File: src/rtl/core/ilp_pkg.sv
// Shared types, state codes and constants for the integer literal parser.
`default_nettype none

package ilp_pkg;

    // Parser phase codes
    localparam logic [2:0] PH_START = 3'd0;
    localparam logic [2:0] PH_DEC   = 3'd1;
    localparam logic [2:0] PH_SDEC  = 3'd2;
    localparam logic [2:0] PH_ZERO  = 3'd3;
    localparam logic [2:0] PH_BIN   = 3'd4;
    localparam logic [2:0] PH_HEX   = 3'd5;

    // Configuration register indexes
    localparam logic CFG_BIN_MAX = 1'b0;
    localparam logic CFG_HEX_MAX = 1'b1;

    localparam logic [5:0] BIN_MAX_RESET = 6'd32;
    localparam logic [3:0] HEX_MAX_RESET = 4'd8;

    // Overflow guards and caps
    localparam logic [31:0] DEC_GUARD = 32'd214748364;
    localparam logic [30:0] BIN_GUARD = 31'd1073741823;
    localparam logic [30:0] HEX_GUARD = 31'd134217727;
    localparam logic [5:0]  COUNT_MAX = 6'd63;
    localparam logic [5:0]  BIN_CAP   = 6'd32;
    localparam logic [5:0]  HEX_CAP   = 6'd8;

    // Characters
    localparam logic [7:0] CH_PLUS  = 8'h2B;
    localparam logic [7:0] CH_MINUS = 8'h2D;
    localparam logic [7:0] CH_0     = 8'h30;
    localparam logic [7:0] CH_1     = 8'h31;
    localparam logic [7:0] CH_9     = 8'h39;
    localparam logic [7:0] CH_UA    = 8'h41;
    localparam logic [7:0] CH_UB    = 8'h42;
    localparam logic [7:0] CH_UF    = 8'h46;
    localparam logic [7:0] CH_UX    = 8'h58;
    localparam logic [7:0] CH_LA    = 8'h61;
    localparam logic [7:0] CH_LB    = 8'h62;
    localparam logic [7:0] CH_LF    = 8'h66;
    localparam logic [7:0] CH_LX    = 8'h78;

    typedef struct packed {
        logic       is_dec;
        logic       is_bin;
        logic       is_hex;
        logic       is_sign;
        logic       is_minus;
        logic       is_zero;
        logic       is_nonzero;
        logic       is_b;
        logic       is_x;
        logic [3:0] digit;
    } char_class_t;

    typedef struct packed {
        logic [2:0]  phase;
        logic [30:0] acc;
        logic [5:0]  count;
        logic        negative;
    } parse_state_t;

    typedef struct packed {
        logic        valid;
        logic [31:0] value;
        logic [5:0]  length;
        logic [7:0]  stop_char;
        logic        stopped_at_end;
    } parse_result_t;

    localparam parse_state_t START_STATE = '{PH_START, 31'd0, 6'd0, 1'b0};

endpackage

`default_nettype wire

File: src/rtl/core/ilp_char_class.sv
// Character classifier: digit, sign and prefix-letter classes and hex digit value of one byte.
`default_nettype none

module ilp_char_class (
    input  wire logic [7:0]          ch,
    output ilp_pkg::char_class_t     cls
);
    import ilp_pkg::*;

    logic upper_hex;
    logic lower_hex;

    always_comb begin
        cls            = '0;
        cls.is_dec     = (ch >= CH_0) && (ch <= CH_9);
        cls.is_bin     = (ch == CH_0) || (ch == CH_1);
        upper_hex      = (ch >= CH_UA) && (ch <= CH_UF);
        lower_hex      = (ch >= CH_LA) && (ch <= CH_LF);
        cls.is_hex     = cls.is_dec || upper_hex || lower_hex;
        cls.is_sign    = (ch == CH_PLUS) || (ch == CH_MINUS);
        cls.is_minus   = (ch == CH_MINUS);
        cls.is_zero    = (ch == CH_0);
        cls.is_nonzero = (ch >= CH_1) && (ch <= CH_9);
        cls.is_b       = (ch == CH_LB) || (ch == CH_UB);
        cls.is_x       = (ch == CH_LX) || (ch == CH_UX);
        if (upper_hex) begin
            cls.digit = 4'(ch - CH_UA + 8'd10);
        end else if (lower_hex) begin
            cls.digit = 4'(ch - CH_LA + 8'd10);
        end else begin
            cls.digit = ch[3:0];
        end
    end

endmodule

`default_nettype wire

File: src/rtl/core/ilp_step.sv
// Next-state and result logic for one character of the literal.
`default_nettype none

module ilp_step (
    input  wire ilp_pkg::parse_state_t  cur,
    input  wire ilp_pkg::char_class_t   cls,
    input  wire logic [7:0]             ch,
    input  wire logic                   at_end,
    input  wire logic [5:0]             bin_max,
    input  wire logic [3:0]             hex_max,
    output ilp_pkg::parse_state_t       nxt,
    output ilp_pkg::parse_result_t      res
);
    import ilp_pkg::*;

    logic [31:0] dec_sum;
    logic [30:0] dec_acc;
    logic [5:0]  count_inc;
    logic [5:0]  dec_len;
    logic [31:0] acc_wide;
    logic [31:0] dec_value;

    function automatic parse_result_t emit(input logic [31:0] val, input logic [5:0] len,
                                           input logic [7:0] c, input logic e);
        parse_result_t r;
        r.valid          = 1'b1;
        r.value          = (len == 6'd0) ? 32'd0 : val;
        r.length         = len;
        r.stop_char      = e ? 8'd0 : c;
        r.stopped_at_end = e;
        return r;
    endfunction

    always_comb begin
        acc_wide  = {1'b0, cur.acc};
        // Guard acc < G and d < G - acc folds into a single sum compare.
        dec_sum   = acc_wide + {28'd0, cls.digit};
        dec_acc   = 31'({cur.acc[27:0], 3'b000} + {cur.acc[29:0], 1'b0}
                        + {27'd0, cls.digit});
        count_inc = (cur.count == COUNT_MAX) ? COUNT_MAX : cur.count + 6'd1;
        dec_len   = (cur.phase == PH_SDEC && cur.count < COUNT_MAX) ? cur.count + 6'd1
                                                                    : cur.count;
        dec_value = cur.negative ? (32'd0 - acc_wide) : acc_wide;

        nxt = cur;
        res = '0;

        unique case (cur.phase)
            PH_DEC, PH_SDEC: begin
                if (!at_end && cls.is_dec) begin
                    if (dec_sum < DEC_GUARD) begin
                        nxt.acc   = dec_acc;
                        nxt.count = count_inc;
                    end else begin
                        res = emit(32'd0, 6'd0, ch, at_end);
                        nxt = START_STATE;
                    end
                end else begin
                    if (cur.count == 6'd0) begin
                        res = emit(32'd0, 6'd0, ch, at_end);
                    end else begin
                        res = emit(dec_value, dec_len, ch, at_end);
                    end
                    nxt = START_STATE;
                end
            end
            PH_ZERO: begin
                if (!at_end && cls.is_b) begin
                    nxt.phase = PH_BIN;
                end else if (!at_end && cls.is_x) begin
                    nxt.phase = PH_HEX;
                end else begin
                    res = emit(32'd0, 6'd1, ch, at_end);
                    nxt = START_STATE;
                end
            end
            PH_BIN: begin
                nxt = START_STATE;
                if (at_end) begin
                    res = emit(acc_wide, cur.count, ch, at_end);
                end else if (cur.count >= bin_max || cur.count > BIN_CAP) begin
                    res = emit(32'd0, 6'd0, ch, at_end);
                end else if (cls.is_bin) begin
                    if (cur.acc > BIN_GUARD) begin
                        res = emit(32'd0, 6'd0, ch, at_end);
                    end else begin
                        nxt       = cur;
                        nxt.acc   = {cur.acc[29:0], cls.digit[0]};
                        nxt.count = count_inc;
                    end
                end else begin
                    res = emit(acc_wide, cur.count, ch, at_end);
                end
            end
            PH_HEX: begin
                nxt = START_STATE;
                if (at_end) begin
                    res = emit(acc_wide, cur.count, ch, at_end);
                end else if (cur.count >= {2'b00, hex_max} || cur.count > HEX_CAP) begin
                    res = emit(32'd0, 6'd0, ch, at_end);
                end else if (cls.is_hex) begin
                    if (cur.acc > HEX_GUARD) begin
                        res = emit(32'd0, 6'd0, ch, at_end);
                    end else begin
                        nxt       = cur;
                        nxt.acc   = {cur.acc[26:0], cls.digit};
                        nxt.count = count_inc;
                    end
                end else begin
                    res = emit(acc_wide, cur.count, ch, at_end);
                end
            end
            default: begin
                // Start phase, and any stray code behaves as start.
                nxt = START_STATE;
                if (at_end) begin
                    res = emit(32'd0, 6'd0, ch, at_end);
                end else if (cls.is_sign) begin
                    nxt.phase    = PH_SDEC;
                    nxt.negative = cls.is_minus;
                end else if (cls.is_zero) begin
                    nxt.phase = PH_ZERO;
                end else if (cls.is_nonzero) begin
                    nxt.phase = PH_DEC;
                    nxt.acc   = {27'd0, cls.digit};
                    nxt.count = 6'd1;
                end else begin
                    res = emit(32'd0, 6'd0, ch, at_end);
                end
            end
        endcase
    end

endmodule

`default_nettype wire

File: src/rtl/core/ilp_result_reg.sv
// Output register holding one result request until the receiver takes it.
`default_nettype none

module ilp_result_reg (
    input  wire logic                    aclk,
    input  wire logic                    aresetn,
    input  wire logic                    load,
    input  wire ilp_pkg::parse_result_t  res,
    output logic                         slot_free,
    output logic                         m_valid,
    input  wire logic                    m_ready,
    output logic signed [31:0]           m_value,
    output logic [5:0]                   m_length,
    output logic [7:0]                   m_stop_char,
    output logic                         m_stopped_at_end
);
    import ilp_pkg::*;

    logic        valid_reg;
    logic        valid_next;
    logic [31:0] value_reg;
    logic [5:0]  length_reg;
    logic [7:0]  stop_char_reg;
    logic        stopped_at_end_reg;

    // The slot frees in the same cycle that the held request is taken.
    assign slot_free = !valid_reg || m_ready;

    always_comb begin
        valid_next = valid_reg;
        if (load) begin
            valid_next = 1'b1;
        end else if (m_ready) begin
            valid_next = 1'b0;
        end
    end

    always_ff @(posedge aclk) begin
        if (!aresetn) begin
            valid_reg <= 1'b0;
        end else begin
            valid_reg <= valid_next;
        end
    end

    always_ff @(posedge aclk) begin
        if (load) begin
            value_reg          <= res.value;
            length_reg         <= res.length;
            stop_char_reg      <= res.stop_char;
            stopped_at_end_reg <= res.stopped_at_end;
        end
    end

    assign m_valid          = valid_reg;
    assign m_value          = value_reg;
    assign m_length         = length_reg;
    assign m_stop_char      = stop_char_reg;
    assign m_stopped_at_end = stopped_at_end_reg;

endmodule

`default_nettype wire

File: src/rtl/core/integer_literal_parser_core.sv
// Top level of the streaming integer literal parser.
//
// Characters enter one per request on the s_ channel (s_ch, with s_at_end
// marking end of stream). A literal is decimal with optional sign, a lone
// zero, 0b/0B binary or 0x/0X hex. When a character that cannot continue
// the literal arrives, or end of stream, one result request appears on
// the m_ channel in the cycle after that character is accepted; the stop
// character itself is returned in m_stop_char and consumed; it starts no
// new literal. Every other character produces no result. Throughput is one
// character per cycle: the parser state and the result are registered, so
// s_ready stays high while the output register is empty or being drained.
// If the receiver holds m_ready low with a result pending, s_ready drops
// until it is taken. Reset returns the parser to its start state, empties
// the output register and sets the digit limits to 32 binary and 8 hex
// digits. The limits are written through cfg_we/cfg_index/cfg_wdata only
// while no literal is in flight, a user rule the block does not enforce.
`default_nettype none

module integer_literal_parser_core (
    input  wire logic                aclk,
    input  wire logic                aresetn,
    input  wire logic                cfg_we,
    input  wire logic                cfg_index,
    input  wire logic [5:0]          cfg_wdata,
    input  wire logic                s_valid,
    output logic                     s_ready,
    input  wire logic [7:0]          s_ch,
    input  wire logic                s_at_end,
    output logic                     m_valid,
    input  wire logic                m_ready,
    output logic signed [31:0]       m_value,
    output logic [5:0]               m_length,
    output logic [7:0]               m_stop_char,
    output logic                     m_stopped_at_end
);
    import ilp_pkg::*;

    logic [5:0]    bin_max_reg;
    logic [3:0]    hex_max_reg;
    parse_state_t  state_reg;
    parse_state_t  state_next;
    char_class_t   cls;
    parse_result_t res;
    logic          accept;

    assign accept = s_valid && s_ready;

    always_ff @(posedge aclk) begin
        if (!aresetn) begin
            bin_max_reg <= BIN_MAX_RESET;
            hex_max_reg <= HEX_MAX_RESET;
        end else if (cfg_we) begin
            unique case (cfg_index)
                CFG_BIN_MAX: bin_max_reg <= cfg_wdata;
                CFG_HEX_MAX: hex_max_reg <= cfg_wdata[3:0];
                default:     bin_max_reg <= bin_max_reg;
            endcase
        end
    end

    always_ff @(posedge aclk) begin
        if (!aresetn) begin
            state_reg <= START_STATE;
        end else if (accept) begin
            state_reg <= state_next;
        end
    end

    ilp_char_class u_class (
        .ch  (s_ch),
        .cls (cls)
    );

    ilp_step u_step (
        .cur     (state_reg),
        .cls     (cls),
        .ch      (s_ch),
        .at_end  (s_at_end),
        .bin_max (bin_max_reg),
        .hex_max (hex_max_reg),
        .nxt     (state_next),
        .res     (res)
    );

    ilp_result_reg u_out (
        .aclk             (aclk),
        .aresetn          (aresetn),
        .load             (accept && res.valid),
        .res              (res),
        .slot_free        (s_ready),
        .m_valid          (m_valid),
        .m_ready          (m_ready),
        .m_value          (m_value),
        .m_length         (m_length),
        .m_stop_char      (m_stop_char),
        .m_stopped_at_end (m_stopped_at_end)
    );

`ifndef ASSERT_OFF
    // A failed literal always reports a zero value.
    a_fail_zero: assert property (@(posedge aclk) disable iff (!aresetn)
        m_valid && (m_length == 6'd0) |-> (m_value == 32'd0))
        else $error("failure result with non-zero value");

    // End of stream never reports a stop character.
    a_end_char: assert property (@(posedge aclk) disable iff (!aresetn)
        m_valid && m_stopped_at_end |-> (m_stop_char == 8'd0))
        else $error("stop character reported at end of stream");

    // Emitting a result returns the parser to a clean start state.
    a_restart: assert property (@(posedge aclk) disable iff (!aresetn)
        accept && res.valid |=> (state_reg == START_STATE))
        else $error("parser not restarted after a result");

    // End of stream always produces a result.
    a_end_emits: assert property (@(posedge aclk) disable iff (!aresetn)
        accept && s_at_end |=> m_valid && m_stopped_at_end)
        else $error("end of stream gave no result");

    // Input is only held off by a pending result.
    a_ready: assert property (@(posedge aclk) disable iff (!aresetn)
        !s_ready |-> m_valid)
        else $error("input stalled with empty output register");
`endif

endmodule

`default_nettype wire

File: config.mk
export PLATFORM = sky130hd
export DESIGN_NAME = integer_literal_parser_core
export DESIGN_NICKNAME = d
export VERILOG_FILES = /design/src/rtl/core/ilp_pkg.sv /design/src/rtl/core/ilp_char_class.sv /design/src/rtl/core/ilp_step.sv /design/src/rtl/core/ilp_result_reg.sv /design/src/rtl/core/integer_literal_parser_core.sv
export SDC_FILE = /design/constraint.sdc
export NUM_CORES = 1
export LEC_CHECK = 0
export BUFFER_PORTS_ARGS = -buffer_cell sky130_fd_sc_hd__buf_2
export CORE_ASPECT_RATIO = 1.25
export CORE_MARGIN = 8
export CORE_UTILIZATION = 45
export CTS_BUF_LIST = sky130_fd_sc_hd__clkbuf_8
export CTS_CLUSTER_SIZE = 12
export DETAILED_ROUTE_END_ITERATION = 16
export GPL_TIMING_DRIVEN = 0
export PLACE_DENSITY_LB_ADDON = 0.15
export SLEW_MARGIN = 0
export SYNTH_ARGS = -nofsm -noshare
export SYNTH_HDL_FRONTEND = slang
export SYNTH_SLANG_ARGS = --single-unit
File: constraint.sdc
create_clock -name aclk -period 10 [get_ports aclk]
set_input_delay 0.5 -clock aclk [delete_from_list [all_inputs] [get_ports aclk]]
set_output_delay 0.5 -clock aclk [all_outputs]
set_load 0.03 [all_outputs]
==> results of run 1 <==
-- Yosys cell counts, types with 21 or more instances --
cell type | number | area [um^2]
ha_1 | 79 | 988
xnor2_1 | 21 | 184
dfxtp_1 | 52 | 1040
nor3_1 | 25 | 125
nand2_1 | 84 | 315
clkbuf_1 | 67 | 251
inv_1 | 40 | 150
o21ai_0 | 78 | 390
nand3_1 | 46 | 230
edfxtp_1 | 47 | 1410
nor2_1 | 91 | 342
a22oi_1 | 33 | 248
a21oi_1 | 103 | 515
o31ai_1 | 28 | 210
-- final timing paths --
check,endpoint,slack [ns],cells past startpoint
max,u_out.m_value[12],3.86,21
min,bin_max_reg[4],0.34,3
min reg2reg,hex_max_reg[0],0.47,2
max reg2reg,state_reg[35],4.99,14
-- cell families (layout without fill, tap and decap cells) --
group | after synthesis | in the layout | share of synthesized area (%)
multiplexers | 11 | 11 | 1.26
flip-flops | 99 | 99 | 27.6
AO/OA/AOI/OAI | 374 | 374 | 27.7
XOR/XNOR | 39 | 39 | 3.85
AND/OR/NAND/NOR | 379 | 379 | 22.7
adder cells (fa/ha/maj) | 81 | 81 | 11.6
buffers and inverters | 118 | 204 | 5.25
-- layer usage --
layer	up-vias	wire [um]	track usage [%]	share of wire, %
li1	4287	-	-	-
met1	4203	11900	28.5	42
met2	360	13700	38.2	48
met3	67	1920	3.31	6.7
met4	0	1020	9.42	3.6
met5	-	0	0	0
-- worst reg2reg max path, delay by kind of cell, from the launching register on --
family | cells | cell delay [ns]
compound gates | 8 | 2.44
simple gates | 2 | 0.25
fa+ha+maj | 2 | 1.06
buf+inv | 2 | 0.72
flops | 1 | 0.47
-- power groups by stage --
stage          combinational (mW)  sequential (mW)  clock (mW)
2_1_floorplan              0.0519            0.475           0
3_3_place_gp                0.110            0.453           0
3_5_place_dp                0.113            0.452           0
4_1_cts                     0.114            0.443       0.280
5_1_grt                     0.122            0.444       0.294
6_report                    0.113            0.442       0.276
-- area by class of cell --
type,instances,area [um^2]
fillers,1963,9630
plain buffers,77,312
clock buffers,9,124
repair buffers,70,365
clock inverters,7,67.6
well taps,265,332
inverters,41,154
multi-input cells,884,5960
flip-flops and latches,99,2450
-- stage by stage --
step                hold slack [ns]  power, mW  util [%]  instances  area (um^2)
floorplan                     0.436      0.527         -       1101         8870
global placement              0.448      0.563      49.2       1435         9550
detailed placement            0.457      0.565      49.4       1436         9580
CTS                           0.329      0.836      50.4       1452         9770
global route                  0.344      0.861      50.4       1452         9770
finish                        0.341      0.832      50.4       1452         9770
==> impl_results.md, run 1 <==
- CTS tree: done
- Drt initial violations: between 800 and 900
- Pre-CTS setup slack: 3.58 ns
- Clock buffer depth: 2
- Tmin final: 6.14 ns
- Clock Power Share: 33.2%
- Buffers plus inverters on the worst setup path: 5
- Final HPWL DP: 21900 um
- Crit path max fanout: 31
- Unrepaired setup endpoints after global routing: no
- Antenna cell count: 0
- Core Region: around 19000 um^2
- Synthesized flop and latch total: about 100
- Via count: around 8900
- Clock skew: between 0.015 and 0.02 ns
- Ys flop type: dfxtp_1
- Worst path cell trace: buf_2 -> inv_1 -> ha_1 -> nor4b_1 -> a311oi_1 -> nand2_1 -> xnor2_1 -> ha_1 -> nand4_1 -> nor4_1 -> and4_1 -> buf_2 -> or3b_1 -> nand3b_1 -> a2111oi_4 -> o2111a_1 -> or3_1 -> buf_4 -> nand3_4 -> a21oi_4 -> buf_12
- Flop pwr share: 53.2%
- Max_slew headroom: 31.4%
- PostCTS Resize Cnt: 0
- IO Count: 70
- Total track usage: a little under a quarter
- Routability cong.: between 0.9 and 1
- Yosys cell types: 91
- Synthesized cell area: 8870 um^2
- Layout cells sized above 1: between 10% and 20%
- Worst hold path type: in -> reg
- TritonCTS Buffers: 9
- Max_cap viols: 0
- Synth Instances: 1101
- Switching share of power: between 20 and 30%
- WP data arrival: 6.25 ns
- Cell internal pwr: between 500 and 600 uW
- Sink Count: between 90 and 100
- Fmax: 163 MHz
- H-Tree Depth: 3
- Initial antenna violation count: 0
- CP delay by family, top: compound AO/OA/AOI/OAI gates
- Horiz. Die Dim: roughly 140 um
- Core Rows: 57
- Hold wc startpoint: cfg_wdata[4]
- Commonest non-fill, non-tap cell in the layout: a21oi_1
- Worst Tran Pin Value: slightly above 1 ns
- DIE AREA: roughly 24000 um^2
- CP Capture Type: flip-flop
- Clock latency on the worst-skew pair: roughly 0.40 ns
- Clock-pin slew on the worst setup and hold paths: roughly 0.11 ns
- WL/cell: ~20 um
- Combinational power share: a little over an eighth
- Final setup margin: 3.86 ns
- Vias in the first global route: between 8000 and 9000
- Crit path kind: in -> reg
- Buffers on Ports: about 70
- Status: finished, final reports clean
- Drt drc: 0
- CP Launch Point: s_ch[0]
- Peak VDD IR: between 50 and 60 uV
- Final-report max-slew violation count: 0
- Via density: between 6 and 7
- Syn nets: roughly 1200
- Reg-to-reg startpoint: state_reg[7]
- Final setup vio count: 0
- Grt ovf: 0
- WL final: about 28000 um
- Initial Utilization: between 40 and 50%
- Critical path launch point type: primary input
- Final nets: about 1300
- First-pass GRT wire length: ~45000 um
- Pleak: 3.91 nW
- Pwr Density: about 85 nW/um^2
- Final worst path period share: 61.4%
- Antenna Nets Post-Route: 0
- Sequential-to-total area share from yosys stat: roughly 28%
- Slowest CP cell: a21oi_4
- Avg Synthesized Cell Area: 8.06 um^2
- Yosys warns: 0
- Sw power: between 200 and 250 uW
- Max stage delay on crit path: roughly 0.58 ns
- WP data required: a little over 10 ns
- Total iterations of the first detailed-routing run: 6
- Setup TNS: 0 ns
- CTS hold repair buffers: 0
- Die Ht: around 170 um
- Largest net degree at the start of global routing: 32
- Most frequent cells in the layout: a21oi_1 (102), nor2_1 (91), nand2_1 (84)
- Clk root buf: clkbuf_8
- Max FFs per register: 41
- Final Hold Fails: 0
- EDFF count, synth: between 40 and 50
- Post-CTS Setup Repair Bufs: 0
- Layout area overhead: 10.1%
- Asr flop ratio synth: 0%
Power figures use the tool's default switching activity.
==> run 2: changes to the inputs <==
ABC_AREA = 1   (was default)
clock period = 5.92 ns   (was 10 ns; I/O delays follow)
==> run 2 against run 1 <==
  * Final cell count is 19% higher
  * Via count increased by 8.7%
  * Total power up 84%
  * Setup slack got worse by 2.5 ns
  * Critical path depth rose by 3
  * Flip-flop and latch count unchanged
  * Synthesized area increased by 8.1%
  * Wire length up 7.0%
  * Clock skew is 0.0067 ns lower
  * Sequential share of layout area is 1.7 points lower
  * Clock-buffer cell count rose by 1
==> impl_results.md, run 2 <==
- Status: finished, final reports clean
- Worst hold path type: in -> reg
- Grt ovf: 0 (unchanged)
- Post-Synth Adder-Cell Area: 10.7% (-0.87 points)
- Layout cells sized above 1: 13.9% (+3.2 points)
- Max FFs per register: 41 (unchanged)
- WP data required: 6.01 ns (-4.10 ns)
- WL/cell: 17.6 um (-10%)
- Routability cong.: 0.967 (-2.4%)
- Total iterations of the first detailed-routing run: 9 (+3)
- CTS hold repair buffers: 0 (unchanged)
- CTS tree: done
- CP Capture Type: flip-flop
- EDFF count, synth: 47 (unchanged)
- DIE AREA: 26300 um^2 (+7.2%)
- Max_cap viols: 0 (unchanged)
- Crit path max fanout: 42 (+35%)
- Die Ht: 179 um (+3.6%)
- IO Count: 70 (unchanged)
- Core Region: 20900 um^2 (+7.7%)
- Synth Area in Simple Gates: 31.6% (+8.9 points)
- Pleak: 4.80 nW (+23%)
- Drt initial violations: 721 (-16%)
- Post-CTS Setup Repair Bufs: 0 (unchanged)
- Pwr Density: 146 nW/um^2 (+71%)
- Final nets: 1555 (+21%)
- Antenna Nets Post-Route: 0 (unchanged)
- Most instantiated library cell after synthesis: nand2_1
- Clock buffer depth: 2 (unchanged)
- Unrepaired setup endpoints after global routing: no
- Core Rows: 59 (+3.5%)
- Synthesized flop and latch total: 99 (unchanged)
- PostCTS Resize Cnt: 0 (unchanged)
- Buffers on Ports: 69 (unchanged)
- Yosys cell types: 57 (-37%)
- Yosys warns: 0 (unchanged)
- Area leader, netlist: edfxtp_1
- Vias in the first global route: 9348 (+13%)
- Reg2reg path depth: 13 (-1)
- Sequential-to-total area share from yosys stat: 25.6% (-2.1 points)
- Drt drc: 0 (unchanged)
- H-Tree Depth: 3 (unchanged)
- Initial antenna violation count: 0 (unchanged)
- Main combinational cell family by area after synthesis: simple AND/OR/NAND/NOR gates
- Final-report max-slew violation count: 0 (unchanged)
- Most common library cells after synthesis: nand2_1 (331), inv_1 (151), nor2_1 (111)
- Critical path launch point type: primary input
- Crit path kind: in -> reg
- Max_slew headroom: 37.4% (+6.0 points)
- Dominant cells by area after synthesis: edfxtp_1 (15%), nand2_1 (13%), dfxtp_1 (11%)
- Sink Count: 99 (unchanged)
- Layout area overhead: 9.50%
- Worst Tran Pin Value: 0.934 ns (-0.0869 ns)
- Synth Instances: 1372 (+25%)
- Tmin final: between 4 and 5 ns
- Final Hold Fails: 0 (unchanged)
- Post-synth top area share: 14.7% (-1.2 points)
- Final core occ: 50.2% (-0.12 points)
- Peak VDD IR: 107 uV (+110%)
- Via density: 5.60 (-8.8%)
- Avg Synthesized Cell Area: 6.99 um^2 (-13%)
- Final HPWL DP: 24100 um (+10%)
- Final worst path period share: between 70% and 80%
- Horiz. Die Dim: 147 um (+3.5%)
- Antenna cell count: 0 (unchanged)
- Largest net degree at the start of global routing: 43 (+34%)
- TritonCTS Buffers: 9 (unchanged)
- Initial Utilization: 45.9% (+0.16 points)
- Clock skew: 0.0115 ns (-0.00675 ns)
- First-pass GRT wire length: 48300 um (+7.7%)
- WHS Path Cells: 3 (unchanged)
- Total track usage: 22.9% (+0.12 points)
- Synthesized cell area: 9590 um^2 (+8.1%)
- Fmax: approximately 220 MHz
- Ys flop type: dfxtp_1
- Compound-cell area share of the yosys netlist: 16.6% (-11 points)
- Final setup vio count: 0 (unchanged)
- Syn nets: 1474 (+23%)
- Clock-pin slew on the worst setup and hold paths: 0.10 ns (about the same)
- Overall power: 1.53 mW (+84%)
- Asr flop ratio synth: 0% (unchanged)
- Mux cell area share after synthesis: 0% (-1.3 points)
- Via count: 9696 (+8.7%)
- Clk root buf: clkbuf_8
- WP data arrival: 4.62 ns (-1.63 ns)
- Most frequent cells in the layout: nand2_1 (331), inv_1 (151), nor2_1 (111)
- Clock latency on the worst-skew pair: 0.40 ns (about the same)
- Commonest non-fill, non-tap cell in the layout: nand2_1
- WL final: 30500 um (+7.0%)
- Xor/xnor cell area share of the yosys netlist: 5.94% (+2.1 points)
## run 2: cell count changes in the layout (fill, tap and decap cells not counted), sizes merged, moves of 26 or more
cell,previous run,this run
xor2,18,52
clkbuf,77,39
nand3,47,104
inv,43,161
nand2,85,338
o21ai,92,59
o31ai,34,8
nor2,91,117
## run 2: logic make-up (layout without fill, tap and decap cells)
group                    Yosys count  count (layout)
AND/OR/NAND/NOR                  654             654
adder cells (fa/ha/maj)           81              81
buffers and inverters            224             310
XOR/XNOR                          65              65
flip-flops                        99              99
AO/OA/AOI/OAI                    249             249
## run 2: cell type report
type / count / area [um^2]
buffer: 61 / 299
clock buffer: 10 / 138
clock inverter: 6 / 65.1
fill: 2184 / 10400
inverter: 163 / 612
multi-input combinational: 1049 / 6220
sequential: 99 / 2450
tap: 274 / 343
timing repair buffer: 70 / 365
## run 2: stage by stage
step           setup WS, ns  area, um^2  std cells  TNS, ns  hold slack [ns]
6_report               1.38       10500       1732        0            0.127
5_1_grt               0.884       10500       1732        0            0.116
4_1_cts                1.41       10500       1732        0            0.114
3_5_place_dp          0.997       10300       1716        0            0.451
3_3_place_gp       -0.00928       10300       1715   -0.182            0.450
2_1_floorplan          1.60        9590       1372        0            0.426
## run 2: report_power, final
| group | internal (mW) | total (mW) | leakage [nW] | switching [mW] |
|---|---|---|---|---|
| sequential | 0.748 | 0.756 | 0.895 | 0.00839 |
| combinational | 0.0731 | 0.291 | 3.79 | 0.218 |
| clock | 0.208 | 0.480 | 0.108 | 0.272 |
| total | 1.03 | 1.53 | 4.80 | 0.498 |
## run 2: routing by layer
layer | wire, um | up-vias | share of wire [%] | track usage (%)
met5 | 0 | - | 0 | 0
met4 | 990 | 0 | 3.2 | 9.59
met3 | 1580 | 60 | 5.2 | 3.84
met2 | 15000 | 314 | 49 | 40.8
met1 | 12900 | 4503 | 42 | 26.8
li1 | - | 4819 | - | -
## run 2: path summary, 6_finish.rpt
check / start / to / slack (ns)
setup / recovery: s_ch[1] / u_out.m_value[27] / 1.38
hold / removal: cfg_wdata[5] / bin_max_reg[5] / 0.13
setup reg to reg: state_reg[20] / u_out.m_value[27] / 1.99
hold reg to reg: hex_max_reg[2] / hex_max_reg[2] / 0.47
## run 2: worst max-delay path: stages
cell     delay (ns)
buf_2          0.12
inv_1          0.18
ha_1           0.27
inv_1          0.07
nand3_2        0.09
nand3_2        0.09
inv_1          0.15
nand2_1        0.08
xor2_1         0.50
ha_1           0.35
a21oi_1        0.24
o21ai_0        0.15
inv_1          0.10
nand2_2        0.16
nand2_1        0.21
xor2_1         0.11
nor2_2         0.15
nand3_1        0.09
nor3_1         0.21
nand3_1        0.10
nand3_1        0.23
nand4_1        0.19
inv_2          0.19
buf_12         0.24
